===== config.mk =====
export PLATFORM = sky130hd
export DESIGN_NAME = monitor_fade_peak_meter
export DESIGN_NICKNAME = d
export VERILOG_FILES = /design/src/mfpm_pkg.sv /design/src/mfpm_mul.sv /design/src/mfpm_ctrl.sv /design/src/monitor_fade_peak_meter.sv
export SDC_FILE = /design/constraint.sdc
export NUM_CORES = 2
export LEC_CHECK = 0
export BUFFER_PORTS_ARGS = -buffer_cell sky130_fd_sc_hd__buf_4
export CAP_MARGIN = 20
export CORE_MARGIN = 4
export CORE_UTILIZATION = 45
export DETAILED_ROUTE_END_ITERATION = 16
export GPL_TIMING_DRIVEN = 0
export PLACE_DENSITY = 0.6
export SETUP_SLACK_MARGIN = 0.4
export SLEW_MARGIN = 20
export SYNTH_ARGS = -nofsm -noshare
export SYNTH_HDL_FRONTEND = slang
export SYNTH_SLANG_ARGS = --single-unit

===== constraint.sdc =====
create_clock -name clk -period 27.2 [get_ports clk]
set_input_delay 2.72 -clock clk [delete_from_list [all_inputs] [get_ports clk]]
set_output_delay 2.72 -clock clk [all_outputs]
set_load 0.03 [all_outputs]

===== src/mfpm_pkg.sv =====
package mfpm_pkg;

    // Routed channel count and derived index width
    localparam int ROUTED_CHANNELS = 8;
    localparam int IDX_W           = $clog2(ROUTED_CHANNELS);

    // Field widths
    localparam int SAMPLE_W   = 24;
    localparam int GAIN_W     = 17;
    localparam int PEAK_W     = 23;
    localparam int CHAN_W     = 3;
    localparam int OCHAN_W    = 6;
    localparam int DEV_W      = 7;
    localparam int COUNT_W    = 4;
    localparam int CFG_ADDR_W = 3;
    localparam int CFG_DATA_W = 17;

    // Shared multiplier operand and product widths
    localparam int MUL_W  = 28;
    localparam int PROD_W = 2 * MUL_W;

    // Gain of one in Q1.16, rounding for the Q1.23 x Q1.16 product
    localparam logic [GAIN_W-1:0] GAIN_ONE   = 17'h10000;
    localparam int                GAIN_FRAC  = 16;
    localparam logic [PROD_W-1:0] ROUND_BIAS = PROD_W'(32768);

    // Meter decay: floor(9m / 10) as (9m * ceil(2^30 / 10)) >> 30, exact for 9m < 2^27
    localparam logic [MUL_W-1:0] DECAY_RECIP = 28'd107374183;
    localparam int               DECAY_SHIFT = 30;

    // Reset values of the configuration registers
    localparam logic [GAIN_W-1:0]  FADE_RESET   = 17'd55;
    localparam logic [COUNT_W-1:0] ROUTED_RESET = 4'd8;
    localparam logic [DEV_W-1:0]   DEV_RESET    = 7'd8;
    localparam logic [DEV_W-1:0]   DEV_MAX      = 7'd64;

    typedef enum logic [CFG_ADDR_W-1:0] {
        REG_AUDIO_ENABLE    = 3'd0,
        REG_FADE_INCREMENT  = 3'd1,
        REG_CHANNEL_OFFSET  = 3'd2,
        REG_ROUTED_COUNT    = 3'd3,
        REG_DEVICE_CHANNELS = 3'd4
    } cfg_reg_t;

    typedef enum logic [2:0] {
        ST_IDLE,
        ST_SMUL,
        ST_SEMIT,
        ST_DMUL,
        ST_DEMIT
    } state_t;

    typedef struct packed {
        logic             in_ready;
        logic             mul_en;
        logic             mul_decay;
        logic             emit_sample;
        logic             emit_report;
        logic             bend;
        logic             report_last;
        logic [IDX_W-1:0] idx;
    } ctrl_t;

endpackage


===== src/mfpm_mul.sv =====
module mfpm_mul
    import mfpm_pkg::*;
(
    input  logic                     clk,
    input  logic                     en,
    input  logic signed [MUL_W-1:0]  a,
    input  logic signed [MUL_W-1:0]  b,
    output logic signed [PROD_W-1:0] prod_reg
);

    logic signed [PROD_W-1:0] prod_next;

    // Form the signed product of the selected operands
    assign prod_next = a * b;

    // Hold the product for the emit step
    always_ff @(posedge clk)
    begin
        if (en)
        begin
            prod_reg <= prod_next;
        end
    end

endmodule


===== src/mfpm_ctrl.sv =====
module mfpm_ctrl
    import mfpm_pkg::*;
(
    input  logic  clk,
    input  logic  rst_n,
    input  logic  in_valid,
    input  logic  acc_sample,
    input  logic  acc_bend,
    input  logic  out_free,
    output ctrl_t ctrl
);

    state_t           state_reg, state_next;
    logic [IDX_W-1:0] idx_reg, idx_next;
    logic             bend_reg, bend_next;
    logic             idx_last;

    assign idx_last = (idx_reg == IDX_W'(ROUTED_CHANNELS - 1));

    // Advance the sequencer
    always_comb
    begin
        state_next = state_reg;
        case (state_reg)
            ST_IDLE:
            begin
                if (in_valid)
                begin
                    if (acc_sample)
                    begin
                        state_next = ST_SMUL;
                    end
                    else if (acc_bend)
                    begin
                        state_next = ST_DMUL;
                    end
                end
            end
            ST_SMUL:
            begin
                state_next = ST_SEMIT;
            end
            ST_SEMIT:
            begin
                if (out_free)
                begin
                    state_next = bend_reg ? ST_DMUL : ST_IDLE;
                end
            end
            ST_DMUL:
            begin
                state_next = ST_DEMIT;
            end
            ST_DEMIT:
            begin
                if (out_free)
                begin
                    state_next = idx_last ? ST_IDLE : ST_DMUL;
                end
            end
            default:
            begin
                state_next = ST_IDLE;
            end
        endcase
    end

    // Track the report index and the block end flag
    always_comb
    begin
        idx_next  = idx_reg;
        bend_next = bend_reg;
        if (state_reg == ST_IDLE && in_valid)
        begin
            idx_next  = '0;
            bend_next = acc_bend;
        end
        else if (state_reg == ST_DEMIT && out_free && !idx_last)
        begin
            idx_next = idx_reg + 1'b1;
        end
    end

    // Drive the control group
    always_comb
    begin
        ctrl             = '0;
        ctrl.in_ready    = (state_reg == ST_IDLE);
        ctrl.mul_en      = (state_reg == ST_SMUL) || (state_reg == ST_DMUL);
        ctrl.mul_decay   = (state_reg == ST_DMUL);
        ctrl.emit_sample = (state_reg == ST_SEMIT) && out_free;
        ctrl.emit_report = (state_reg == ST_DEMIT) && out_free;
        ctrl.bend        = bend_reg;
        ctrl.report_last = idx_last;
        ctrl.idx         = idx_reg;
    end

    always_ff @(posedge clk or negedge rst_n)
    begin
        if (!rst_n)
        begin
            state_reg <= ST_IDLE;
            idx_reg   <= '0;
            bend_reg  <= 1'b0;
        end
        else
        begin
            state_reg <= state_next;
            idx_reg   <= idx_next;
            bend_reg  <= bend_next;
        end
    end

endmodule


===== src/monitor_fade_peak_meter.sv =====
// Monitor output stage: linear gain ramp, output routing and peak meters.
// Input channel (in_valid / in_ready): one routed sample per transfer with its
// channel index, an invalid flag and a block end flag. Channel zero steps the
// monitor gain toward one or zero by fade_increment at the transfer.
// Output channel (out_valid / out_ready): zero to nine results per input; a
// gained sample (result_kind 0) comes first, then on block end one meter
// report per routed channel (result_kind 1). last_result marks the final one.
// Configuration: cfg_we writes cfg_wdata into register cfg_addr at once; write
// only while the block is idle.
// Sequencing: every multiply goes through one shared registered multiplier
// under a small sequencer. A sample result is multiplied in ST_SMUL and
// written to the output register from ST_SEMIT; in_ready stays low until the
// sequencer is idle again, so the block takes no new sample before it is
// through with the last. Block end adds ST_DMUL and ST_DEMIT per report.
// An input that causes no result leaves the sequencer idle and in_ready high.
// A stalled receiver holds the output register; the sequencer then waits with
// the next result. Reset clears gain, block peaks, meters and the registers
// to their defaults; the block takes input in the first cycle after reset.
module monitor_fade_peak_meter
    import mfpm_pkg::*;
(
    input  logic                       clk,
    input  logic                       rst_n,
    input  logic                       cfg_we,
    input  logic [CFG_ADDR_W-1:0]      cfg_addr,
    input  logic [CFG_DATA_W-1:0]      cfg_wdata,
    input  logic                       in_valid,
    output logic                       in_ready,
    input  logic signed [SAMPLE_W-1:0] sample_in,
    input  logic [CHAN_W-1:0]          chan_index,
    input  logic                       sample_invalid,
    input  logic                       block_end,
    output logic                       out_valid,
    input  logic                       out_ready,
    output logic                       result_kind,
    output logic [OCHAN_W-1:0]         out_channel,
    output logic signed [SAMPLE_W-1:0] out_value,
    output logic                       was_replaced,
    output logic                       last_result
);

    ctrl_t ctrl;

    logic                       audio_enable_reg;
    logic [GAIN_W-1:0]          fade_increment_reg;
    logic [OCHAN_W-1:0]         channel_offset_reg;
    logic [COUNT_W-1:0]         routed_count_reg;
    logic [DEV_W-1:0]           device_channels_reg;

    logic [GAIN_W-1:0]          gain_reg, gain_next;
    logic [PEAK_W-1:0]          block_peak_reg [ROUTED_CHANNELS];
    logic [PEAK_W-1:0]          meter_reg      [ROUTED_CHANNELS];

    logic signed [SAMPLE_W-1:0] sample_reg;
    logic [CHAN_W-1:0]          chan_reg;
    logic                       invalid_reg;
    logic [OCHAN_W-1:0]         ochan_reg;

    logic                       out_valid_reg;
    logic                       kind_reg;
    logic [OCHAN_W-1:0]         ochan_out_reg;
    logic signed [SAMPLE_W-1:0] value_reg;
    logic                       replaced_reg;
    logic                       last_reg;

    logic                       accept;
    logic                       out_free;
    logic [DEV_W-1:0]           dev_lim;
    logic [DEV_W-1:0]           off_lim;
    logic [DEV_W-1:0]           span;
    logic                       acc_sample;

    logic [GAIN_W-1:0]          target;
    logic [GAIN_W:0]            gain_sum;
    logic [GAIN_W-1:0]          gain_diff;

    logic [PEAK_W-1:0]          meter_sel;
    logic [PEAK_W-1:0]          block_sel;
    logic [PEAK_W+3:0]          meter9;
    logic signed [MUL_W-1:0]    mul_a, mul_b;
    logic signed [PROD_W-1:0]   prod_reg;
    logic [PROD_W-1:0]          rounded;
    logic signed [SAMPLE_W-1:0] gained;
    logic [SAMPLE_W-1:0]        mag_full;
    logic [PEAK_W-1:0]          mag;
    logic [PEAK_W-1:0]          block_chan;
    logic [PEAK_W-1:0]          decayed;
    logic [PEAK_W-1:0]          meter_new;

    assign accept   = in_valid && ctrl.in_ready;
    assign out_free = !out_valid_reg || out_ready;

    // Work out the active channel window
    assign dev_lim    = (device_channels_reg > DEV_MAX) ? DEV_MAX : device_channels_reg;
    assign off_lim    = ({1'b0, channel_offset_reg} < dev_lim) ?
                        {1'b0, channel_offset_reg} : dev_lim;
    assign span       = dev_lim - off_lim;
    assign acc_sample = ({{(DEV_W-CHAN_W){1'b0}}, chan_index} < span)
                        && ({1'b0, chan_index} < routed_count_reg)
                        && (int'(chan_index) < ROUTED_CHANNELS);

    // Step the gain toward its target without passing it
    assign target    = audio_enable_reg ? GAIN_ONE : '0;
    assign gain_sum  = {1'b0, gain_reg} + {1'b0, fade_increment_reg};
    assign gain_diff = gain_reg - target;

    always_comb
    begin
        gain_next = gain_reg;
        if (accept && chan_index == '0)
        begin
            if (gain_reg < target)
            begin
                gain_next = (gain_sum > {1'b0, target}) ? target : gain_sum[GAIN_W-1:0];
            end
            else if (gain_reg > target)
            begin
                gain_next = (gain_diff > fade_increment_reg) ?
                            (gain_reg - fade_increment_reg) : target;
            end
        end
    end

    // Select operands for the shared multiplier
    assign meter_sel = meter_reg[ctrl.idx];
    assign block_sel = block_peak_reg[ctrl.idx];
    assign meter9    = {1'b0, meter_sel, 3'b000} + {4'b0000, meter_sel};
    assign mul_a     = ctrl.mul_decay ? {1'b0, meter9}
                                      : {{(MUL_W-SAMPLE_W){sample_reg[SAMPLE_W-1]}}, sample_reg};
    assign mul_b     = ctrl.mul_decay ? DECAY_RECIP : {{(MUL_W-GAIN_W){1'b0}}, gain_reg};

    mfpm_mul u_mul (
        .clk      (clk),
        .en       (ctrl.mul_en),
        .a        (mul_a),
        .b        (mul_b),
        .prod_reg (prod_reg)
    );

    mfpm_ctrl u_ctrl (
        .clk        (clk),
        .rst_n      (rst_n),
        .in_valid   (in_valid),
        .acc_sample (acc_sample),
        .acc_bend   (block_end),
        .out_free   (out_free),
        .ctrl       (ctrl)
    );

    // Round the gained sample and take its saturated magnitude
    assign rounded    = prod_reg + ROUND_BIAS;
    assign gained     = invalid_reg ? '0 : rounded[GAIN_FRAC +: SAMPLE_W];
    assign mag_full   = gained[SAMPLE_W-1] ? (SAMPLE_W'(0) - gained) : gained;
    assign mag        = mag_full[SAMPLE_W-1] ? {PEAK_W{1'b1}} : mag_full[PEAK_W-1:0];
    assign block_chan = block_peak_reg[chan_reg[IDX_W-1:0]];

    // Decay the meter and merge the block peak
    assign decayed   = prod_reg[DECAY_SHIFT +: PEAK_W];
    assign meter_new = (decayed > block_sel) ? decayed : block_sel;

    // Write configuration registers
    always_ff @(posedge clk or negedge rst_n)
    begin
        if (!rst_n)
        begin
            audio_enable_reg    <= 1'b0;
            fade_increment_reg  <= FADE_RESET;
            channel_offset_reg  <= '0;
            routed_count_reg    <= ROUTED_RESET;
            device_channels_reg <= DEV_RESET;
        end
        else if (cfg_we)
        begin
            case (cfg_addr)
                REG_AUDIO_ENABLE:    audio_enable_reg    <= cfg_wdata[0];
                REG_FADE_INCREMENT:  fade_increment_reg  <= cfg_wdata[GAIN_W-1:0];
                REG_CHANNEL_OFFSET:  channel_offset_reg  <= cfg_wdata[OCHAN_W-1:0];
                REG_ROUTED_COUNT:    routed_count_reg    <= cfg_wdata[COUNT_W-1:0];
                REG_DEVICE_CHANNELS: device_channels_reg <= cfg_wdata[DEV_W-1:0];
                default:
                begin
                end
            endcase
        end
    end

    // Hold gain, block peaks and meters
    always_ff @(posedge clk or negedge rst_n)
    begin
        if (!rst_n)
        begin
            gain_reg <= '0;
            for (int i = 0; i < ROUTED_CHANNELS; i++)
            begin
                block_peak_reg[i] <= '0;
                meter_reg[i]      <= '0;
            end
        end
        else
        begin
            gain_reg <= gain_next;
            if (ctrl.emit_sample && mag > block_chan)
            begin
                block_peak_reg[chan_reg[IDX_W-1:0]] <= mag;
            end
            if (ctrl.emit_report)
            begin
                meter_reg[ctrl.idx]      <= meter_new;
                block_peak_reg[ctrl.idx] <= '0;
            end
        end
    end

    // Capture the input transfer
    always_ff @(posedge clk)
    begin
        if (accept)
        begin
            sample_reg  <= sample_in;
            chan_reg    <= chan_index;
            invalid_reg <= sample_invalid;
            ochan_reg   <= off_lim[OCHAN_W-1:0] + {{(OCHAN_W-CHAN_W){1'b0}}, chan_index};
        end
    end

    // Load the output register
    always_ff @(posedge clk or negedge rst_n)
    begin
        if (!rst_n)
        begin
            out_valid_reg <= 1'b0;
        end
        else if (ctrl.emit_sample || ctrl.emit_report)
        begin
            out_valid_reg <= 1'b1;
        end
        else if (out_ready)
        begin
            out_valid_reg <= 1'b0;
        end
    end

    always_ff @(posedge clk)
    begin
        if (ctrl.emit_sample)
        begin
            kind_reg      <= 1'b0;
            ochan_out_reg <= ochan_reg;
            value_reg     <= gained;
            replaced_reg  <= invalid_reg;
            last_reg      <= !ctrl.bend;
        end
        else if (ctrl.emit_report)
        begin
            kind_reg      <= 1'b1;
            ochan_out_reg <= OCHAN_W'(ctrl.idx);
            value_reg     <= {1'b0, meter_new};
            replaced_reg  <= 1'b0;
            last_reg      <= ctrl.report_last;
        end
    end

    assign in_ready     = ctrl.in_ready;
    assign out_valid    = out_valid_reg;
    assign result_kind  = kind_reg;
    assign out_channel  = ochan_out_reg;
    assign out_value    = value_reg;
    assign was_replaced = replaced_reg;
    assign last_result  = last_reg;

endmodule


==> Word-level counts from Yosys, hierarchy flattened <==
Index checks and enable logic that the tools add are counted.
{ "classes": {"n_addsub": 9, "mul": 1, "n_lt_le_gt_ge": 14, "n_eq_ne": 13, "mux": 50, "bitwise": 4, "n_reduce_logical": 29} }
{ "ops": {"columns": ["operator", "n"], "rows": [
  ["bitwise mux 184 bit", 2],
  ["two-way mux 184 bit", 2],
  ["two-way mux 23 bit", 10],
  ["binary-select mux 23 bit (select 3 bit)", 3],
  ["AND 184 bit", 1],
  ["inverter 184 bit", 1],
  ["demux 23 bit (select 3 bit)", 2],
  ["two-way mux 24 bit", 4],
  ["two-way mux 17 bit", 5],
  ["multiplier 28 x 28 -> 53 bit", 1],
  ["greater-than comparator 23 bit", 2],
  ["adder 40 x 16 -> 40 bit (second input constant)", 1],
  ["greater-than comparator 17 bit", 2],
  ["subtractor 17 bit", 2],
  ["two-way mux 28 bit", 1],
  ["adder 26 x 23 -> 27 bit", 1],
  ["two-way mux 27 bit", 1],
  ["subtractor 1 x 24 -> 24 bit (first input constant)", 1],
  ["two-way mux 3 bit", 7],
  ["adder 17 x 17 -> 18 bit", 1],
  ["greater-than comparator 18 x 17 -> 1 bit", 1],
  ["less-than comparator 17 bit", 1],
  ["one-hot mux 3 bit (5 select lines)", 1],
  ["two-way mux 7 bit", 2],
  ["26 further kinds", 65]
]} }
{ "totals": {"register_bits": 548, "input_bits": 54} }

==> Longest topological paths before layout <==
{ "depth": {"ltp_word": 10, "mapped_depth": 48, "ltp_nobuf": 43} }

==> Modules after synthesis <==
Synthesis repeated with hierarchy kept, for this count alone.
{ "unflattened": {"hier_cells": 6612, "hier_area_um2": 63001.7} }
{ "modules_own_cells": {"columns": ["module", "n_inst", "cells_each", "area_per_inst_um2"], "rows": [
  ["monitor_fade_peak_meter", 1, 3442, 32254.7],
  ["mfpm_mul", 1, 3125, 30302.8],
  ["mfpm_ctrl", 1, 45, 444.2]
]} }

==> Worst setup path before layout <==
No wires, ideal clock.
{ "synth_timing": {"path_kind": "reg-to-reg", "startpoint": "reg u_ctrl.idx_reg[0]", "endpoint": "reg u_mul.prod_reg[31] (data pin)", "setup_time_ns": 0.265, "t_arrival_ns": 10.742, "required_time_ns": 26.935, "slack_ns": 16.193, "path_stages_with_launch": 44, "path_buffers": 5, "synth_period_minus_slack_ns": 11.007, "cell_sequence": "dfrtp_1 buf_2 buf_1 buf_1 buf_1 mux2_2 a22oi_1 a21oi_1 a221o_1 ha_1 a21o_1 a2111oi_0 a21oi_1 a31o_2 a21oi_1 o21bai_1 xor2_1 nand2_1 [... 8 more ...] inv_1 fa_1 fa_1 inv_1 fa_1 inv_1 ha_1 clkbuf_1 a21oi_1 nor2_1 a2111oi_0 o31a_1 a21oi_1 a21o_1 or3_1 a211oi_1 o21ai_0 xor2_1"} }
{ "synth_via": {"elab_chain_cells": 7} }
{ "synth_lines": {"columns": ["element", "line", "source"], "rows": [
  ["start, declared", "mfpm_ctrl.sv:14", "logic [IDX_W-1:0] idx_reg, idx_next;"],
  ["start signal, assigned", "mfpm_ctrl.sv:109", "idx_reg <= idx_next;"],
  ["inverter 3 -> 4 bit (implied by the code)", "monitor_fade_peak_meter.sv:125", "assign meter_sel = meter_reg[ctrl.idx];"],
  ["binary-select mux 23 bit (select 3 bit)", "monitor_fade_peak_meter.sv:125", null],
  ["two-way mux 23 bit (implied by the code) (2 in series)", "monitor_fade_peak_meter.sv:125", null],
  ["adder 26 x 23 -> 27 bit", "monitor_fade_peak_meter.sv:127", "assign meter9 = {1'b0, meter_sel, 3'b000} + {4'b0000, meter_sel};"],
  ["two-way mux 28 bit", "monitor_fade_peak_meter.sv:128", "assign mul_a = ctrl.mul_decay ? {1'b0, meter9}"],
  ["multiplier 28 x 28 -> 53 bit", "mfpm_mul.sv:14", "assign prod_next = a * b;"],
  ["net u_mul.prod_next[31]", "mfpm_mul.sv:11", "logic signed [PROD_W-1:0] prod_next;"],
  ["end signal, assigned", "mfpm_mul.sv:21", "prod_reg <= prod_next;"],
  ["end, declared", "mfpm_mul.sv:8", "output logic signed [PROD_W-1:0] prod_reg"]
]} }
The timed path passes the listed nets, and every way through them passes these cells. The select of a mux whose other input is x is not followed.
A chain may end at the register's enable or synchronous reset.

==> Worst setup path in the final report <==
{ "layout_timing": {"startpoint": "reg u_ctrl.idx_reg[0]", "endpoint": "reg u_mul.prod_reg[51] (data pin)"} }
Same word-level chain as after synthesis.

==> impl_metrics.tcl <==
set metrics [dict create \
    ys_async_sr_fraction_pct 80.3 \
    cts_made_buffers 60 \
    wl_per_cell_microns 26.0 \
    yosys-top-cells-area "fa_1 (25%), dfrtp_1 (20%), inv_1 (7.5%), ha_1 (7.2%), edfxtp_1 (6.0%)" \
    grt_pass1_vias 43900 \
    post_cts_buffers 0 \
    cp.arrival_ns 15.80 \
    critPathRequiredTime_ns 27.68 \
    worst_setup_path_start_kind "register" \
    skew_ns 0.0959 \
    grt_use_total_pct 31.6 \
    die_h_microns 349 \
    dr_wl_met2_mm 84.5 \
    row_count 124 \
    die_width_microns 349 \
    hpwl_mm 149 \
    drc 0 \
    setup_viol 0 \
    drt_first_pass_iters 8 \
    syn_area_sq_mm 0.0522 \
    drive_gt1_share_pct 6.79 \
    cts_buffer_depth 3 \
    yosysTopAreaCellShare_pct 24.7 \
    worst_slack_ns 11.88 \
    grt-ovfl-total 0 \
    coreArea_sq_mm 0.115 \
    avgViaCountPerCell 5.91 \
    ys_seq_area_share_pct 26.5 \
    fmax_ghz 0.0653 \
    vias 43800 \
    hold_viol 0 \
    status "finished, final reports clean" \
    path_class "reg2reg" \
    hold_depth 2 \
    r2r_cells 46 \
    routed.top_layer "met5" \
    drt-initial-drc-count 4951 \
    design.portCount 89 \
    grt_pass1_wl_mm 287 \
    cp_common_cell "fa_1" \
    cp_max_fo 10 \
    crit_path_end_kind "register" \
    cts_resized 0 \
    synth_cells 5678 \
    postRouteAntennaNets 0 \
    crit_slowest_cell "clkbuf_1" \
    cts-hold-fix-buffers 0 \
    clkSlewWorstSetupHoldPaths_ns 0.06 \
    yosys_warnings 0 \
    tightestPinTransition_ns 1.24 \
    reg2reg_from "u_ctrl.idx_reg[0]$_DFFE_PN0P_" \
    ys_ff_latch 533 \
    min_period_ns 15.32 \
    wl_met1_mm 78.4 \
    drv_cap 0 \
    clk_latency_ns 0.74 \
    synth_ff_type "dfrtp_1" \
    cts.sinks 533 \
    rsz0062_at_grt "false" \
    fin_crit_sh_pct 56.3 \
    cts_htree_levels 2 \
    antenna_found_initial 6 \
    layout.cells.non_filler 7409 \
    hold_class "reg2reg" \
    r2r-end "u_mul.prod_reg[51]$_DFFE_PP_" \
    synth_edf_count 104 \
    placedCellCount 7292 \
    pre_cts_ws_ns 11.94 \
    grt_max_degree 98 \
    synth_most_common_cell "inv_1" \
    fin_nets 6840 \
    syn_avg_cell_area_sq_um 9.20 \
    area_delta_synth_final_pct 9.59 \
    synth_top_area_cell "fa_1" \
    wl_mm 193 \
    routed-wl-met3_mm 19.3 \
    dieArea_sq_mm 0.122 \
    r2r_slack_ns 11.88 \
    hold_end "meter_reg[177]$_DFFE_PN0P_" \
    cts-root-buf "clkbuf_16" \
    fillers 10900 \
    synth_commonest_cells "inv_1 (1038), fa_1 (645), nand2_1 (638)" \
    place_congestion 1.00 \
    ys_types 95 \
    setup_tns_ns 0 \
    min_from "meter_reg[177]$_DFFE_PN0P_" \
    slew_viol_final 0 \
    cts_tree "done" \
    slowest_delay_ns 0.88 \
    slew_headroom_pct 16.4 \
    port-buffer-count 88 \
    initial_core_util_pct 45.5 \
]
-- cells by family after synthesis --
logic type,Yosys count,synth area share (%)
other cells,1,0.00718
buf+inv,1340,9.76
fa+ha+maj,944,31.9
simple gates,1400,12.4
xor+xnor,129,2.16
compound gates,1223,14.9
mux,108,2.27
flops,533,26.5
-- per-layer routing --
metal	vias up	track usage, %
met5	-	0
met1	21900	42.7
met2	2466	48.4
met4	2	14.8
met3	538	7.30
li1	18900	-
-- worst max-delay path by stage --
| stage | from | to | slack, ns | cells after the start |
|---|---|---|---|---|
| after floorplan | u_ctrl.idx_reg[0]$_DFFE_PN0P_ | u_mul.prod_reg[31]$_DFFE_PP_ | 16.19 | 43 |
| after global placement | u_ctrl.idx_reg[0]$_DFFE_PN0P_ | u_mul.prod_reg[51]$_DFFE_PP_ | 11.52 | 45 |
| after detailed placement | u_ctrl.idx_reg[0]$_DFFE_PN0P_ | u_mul.prod_reg[51]$_DFFE_PP_ | 11.94 | 46 |
| after CTS | u_ctrl.idx_reg[0]$_DFFE_PN0P_ | u_mul.prod_reg[51]$_DFFE_PP_ | 11.98 | 46 |
| after global routing | u_ctrl.idx_reg[0]$_DFFE_PN0P_ | u_mul.prod_reg[51]$_DFFE_PP_ | 11.49 | 46 |
| final | u_ctrl.idx_reg[0]$_DFFE_PN0P_ | u_mul.prod_reg[51]$_DFFE_PP_ | 11.88 | 46 |
-- critical path, delay by kind of cell (launching register included) --
family	cells	cell delay, ns
buf+inv	12	3.71
flops	1	0.44
xor+xnor	2	0.34
compound gates	17	3.88
simple gates	5	1.98
fa+ha+maj	10	4.69
-- layout make-up --
cell class	count	area (sq um)	area share, %
diodes	3	7.51	0.0131
plain buffers	301	1200	2.10
clock buffers	79	1650	2.89
clock inverters	35	518	0.905
inverters	1039	3900	6.81
multi-input cells	3808	33300	58.2
flip-flops and latches	533	13900	24.2
well taps	1512	1890	3.30
repair buffers	99	881	1.54
-- metrics by stage --
step	utilization, %	hold WS (ns)	area [sq um]
after floorplan	-	0.444	52200
after global placement	47.7	0.456	54800
after detailed placement	48.0	0.467	55100
after CTS	49.8	0.481	57200
after global routing	49.9	0.495	57200
final	49.9	0.481	57200
-- cells in the final DEF, fill, tap and decap left out, drive strengths merged, types with 89 or more instances in the layout --
master,Yosys,layout
nand2,639,639
o21ai,379,379
o22ai,102,102
a22oi,135,135
ha,299,299
inv,1039,1044
xnor2,89,89
a21o,89,89
nor2,330,330
edfxtp,104,104
buf,43,141
a211oi,96,96
a21oi,248,248
dfrtp,421,421
clkbuf,258,338
fa,645,645
Power is not shown: default switching activity piles up to over one toggle a cycle in this logic, so the estimate is an artifact.
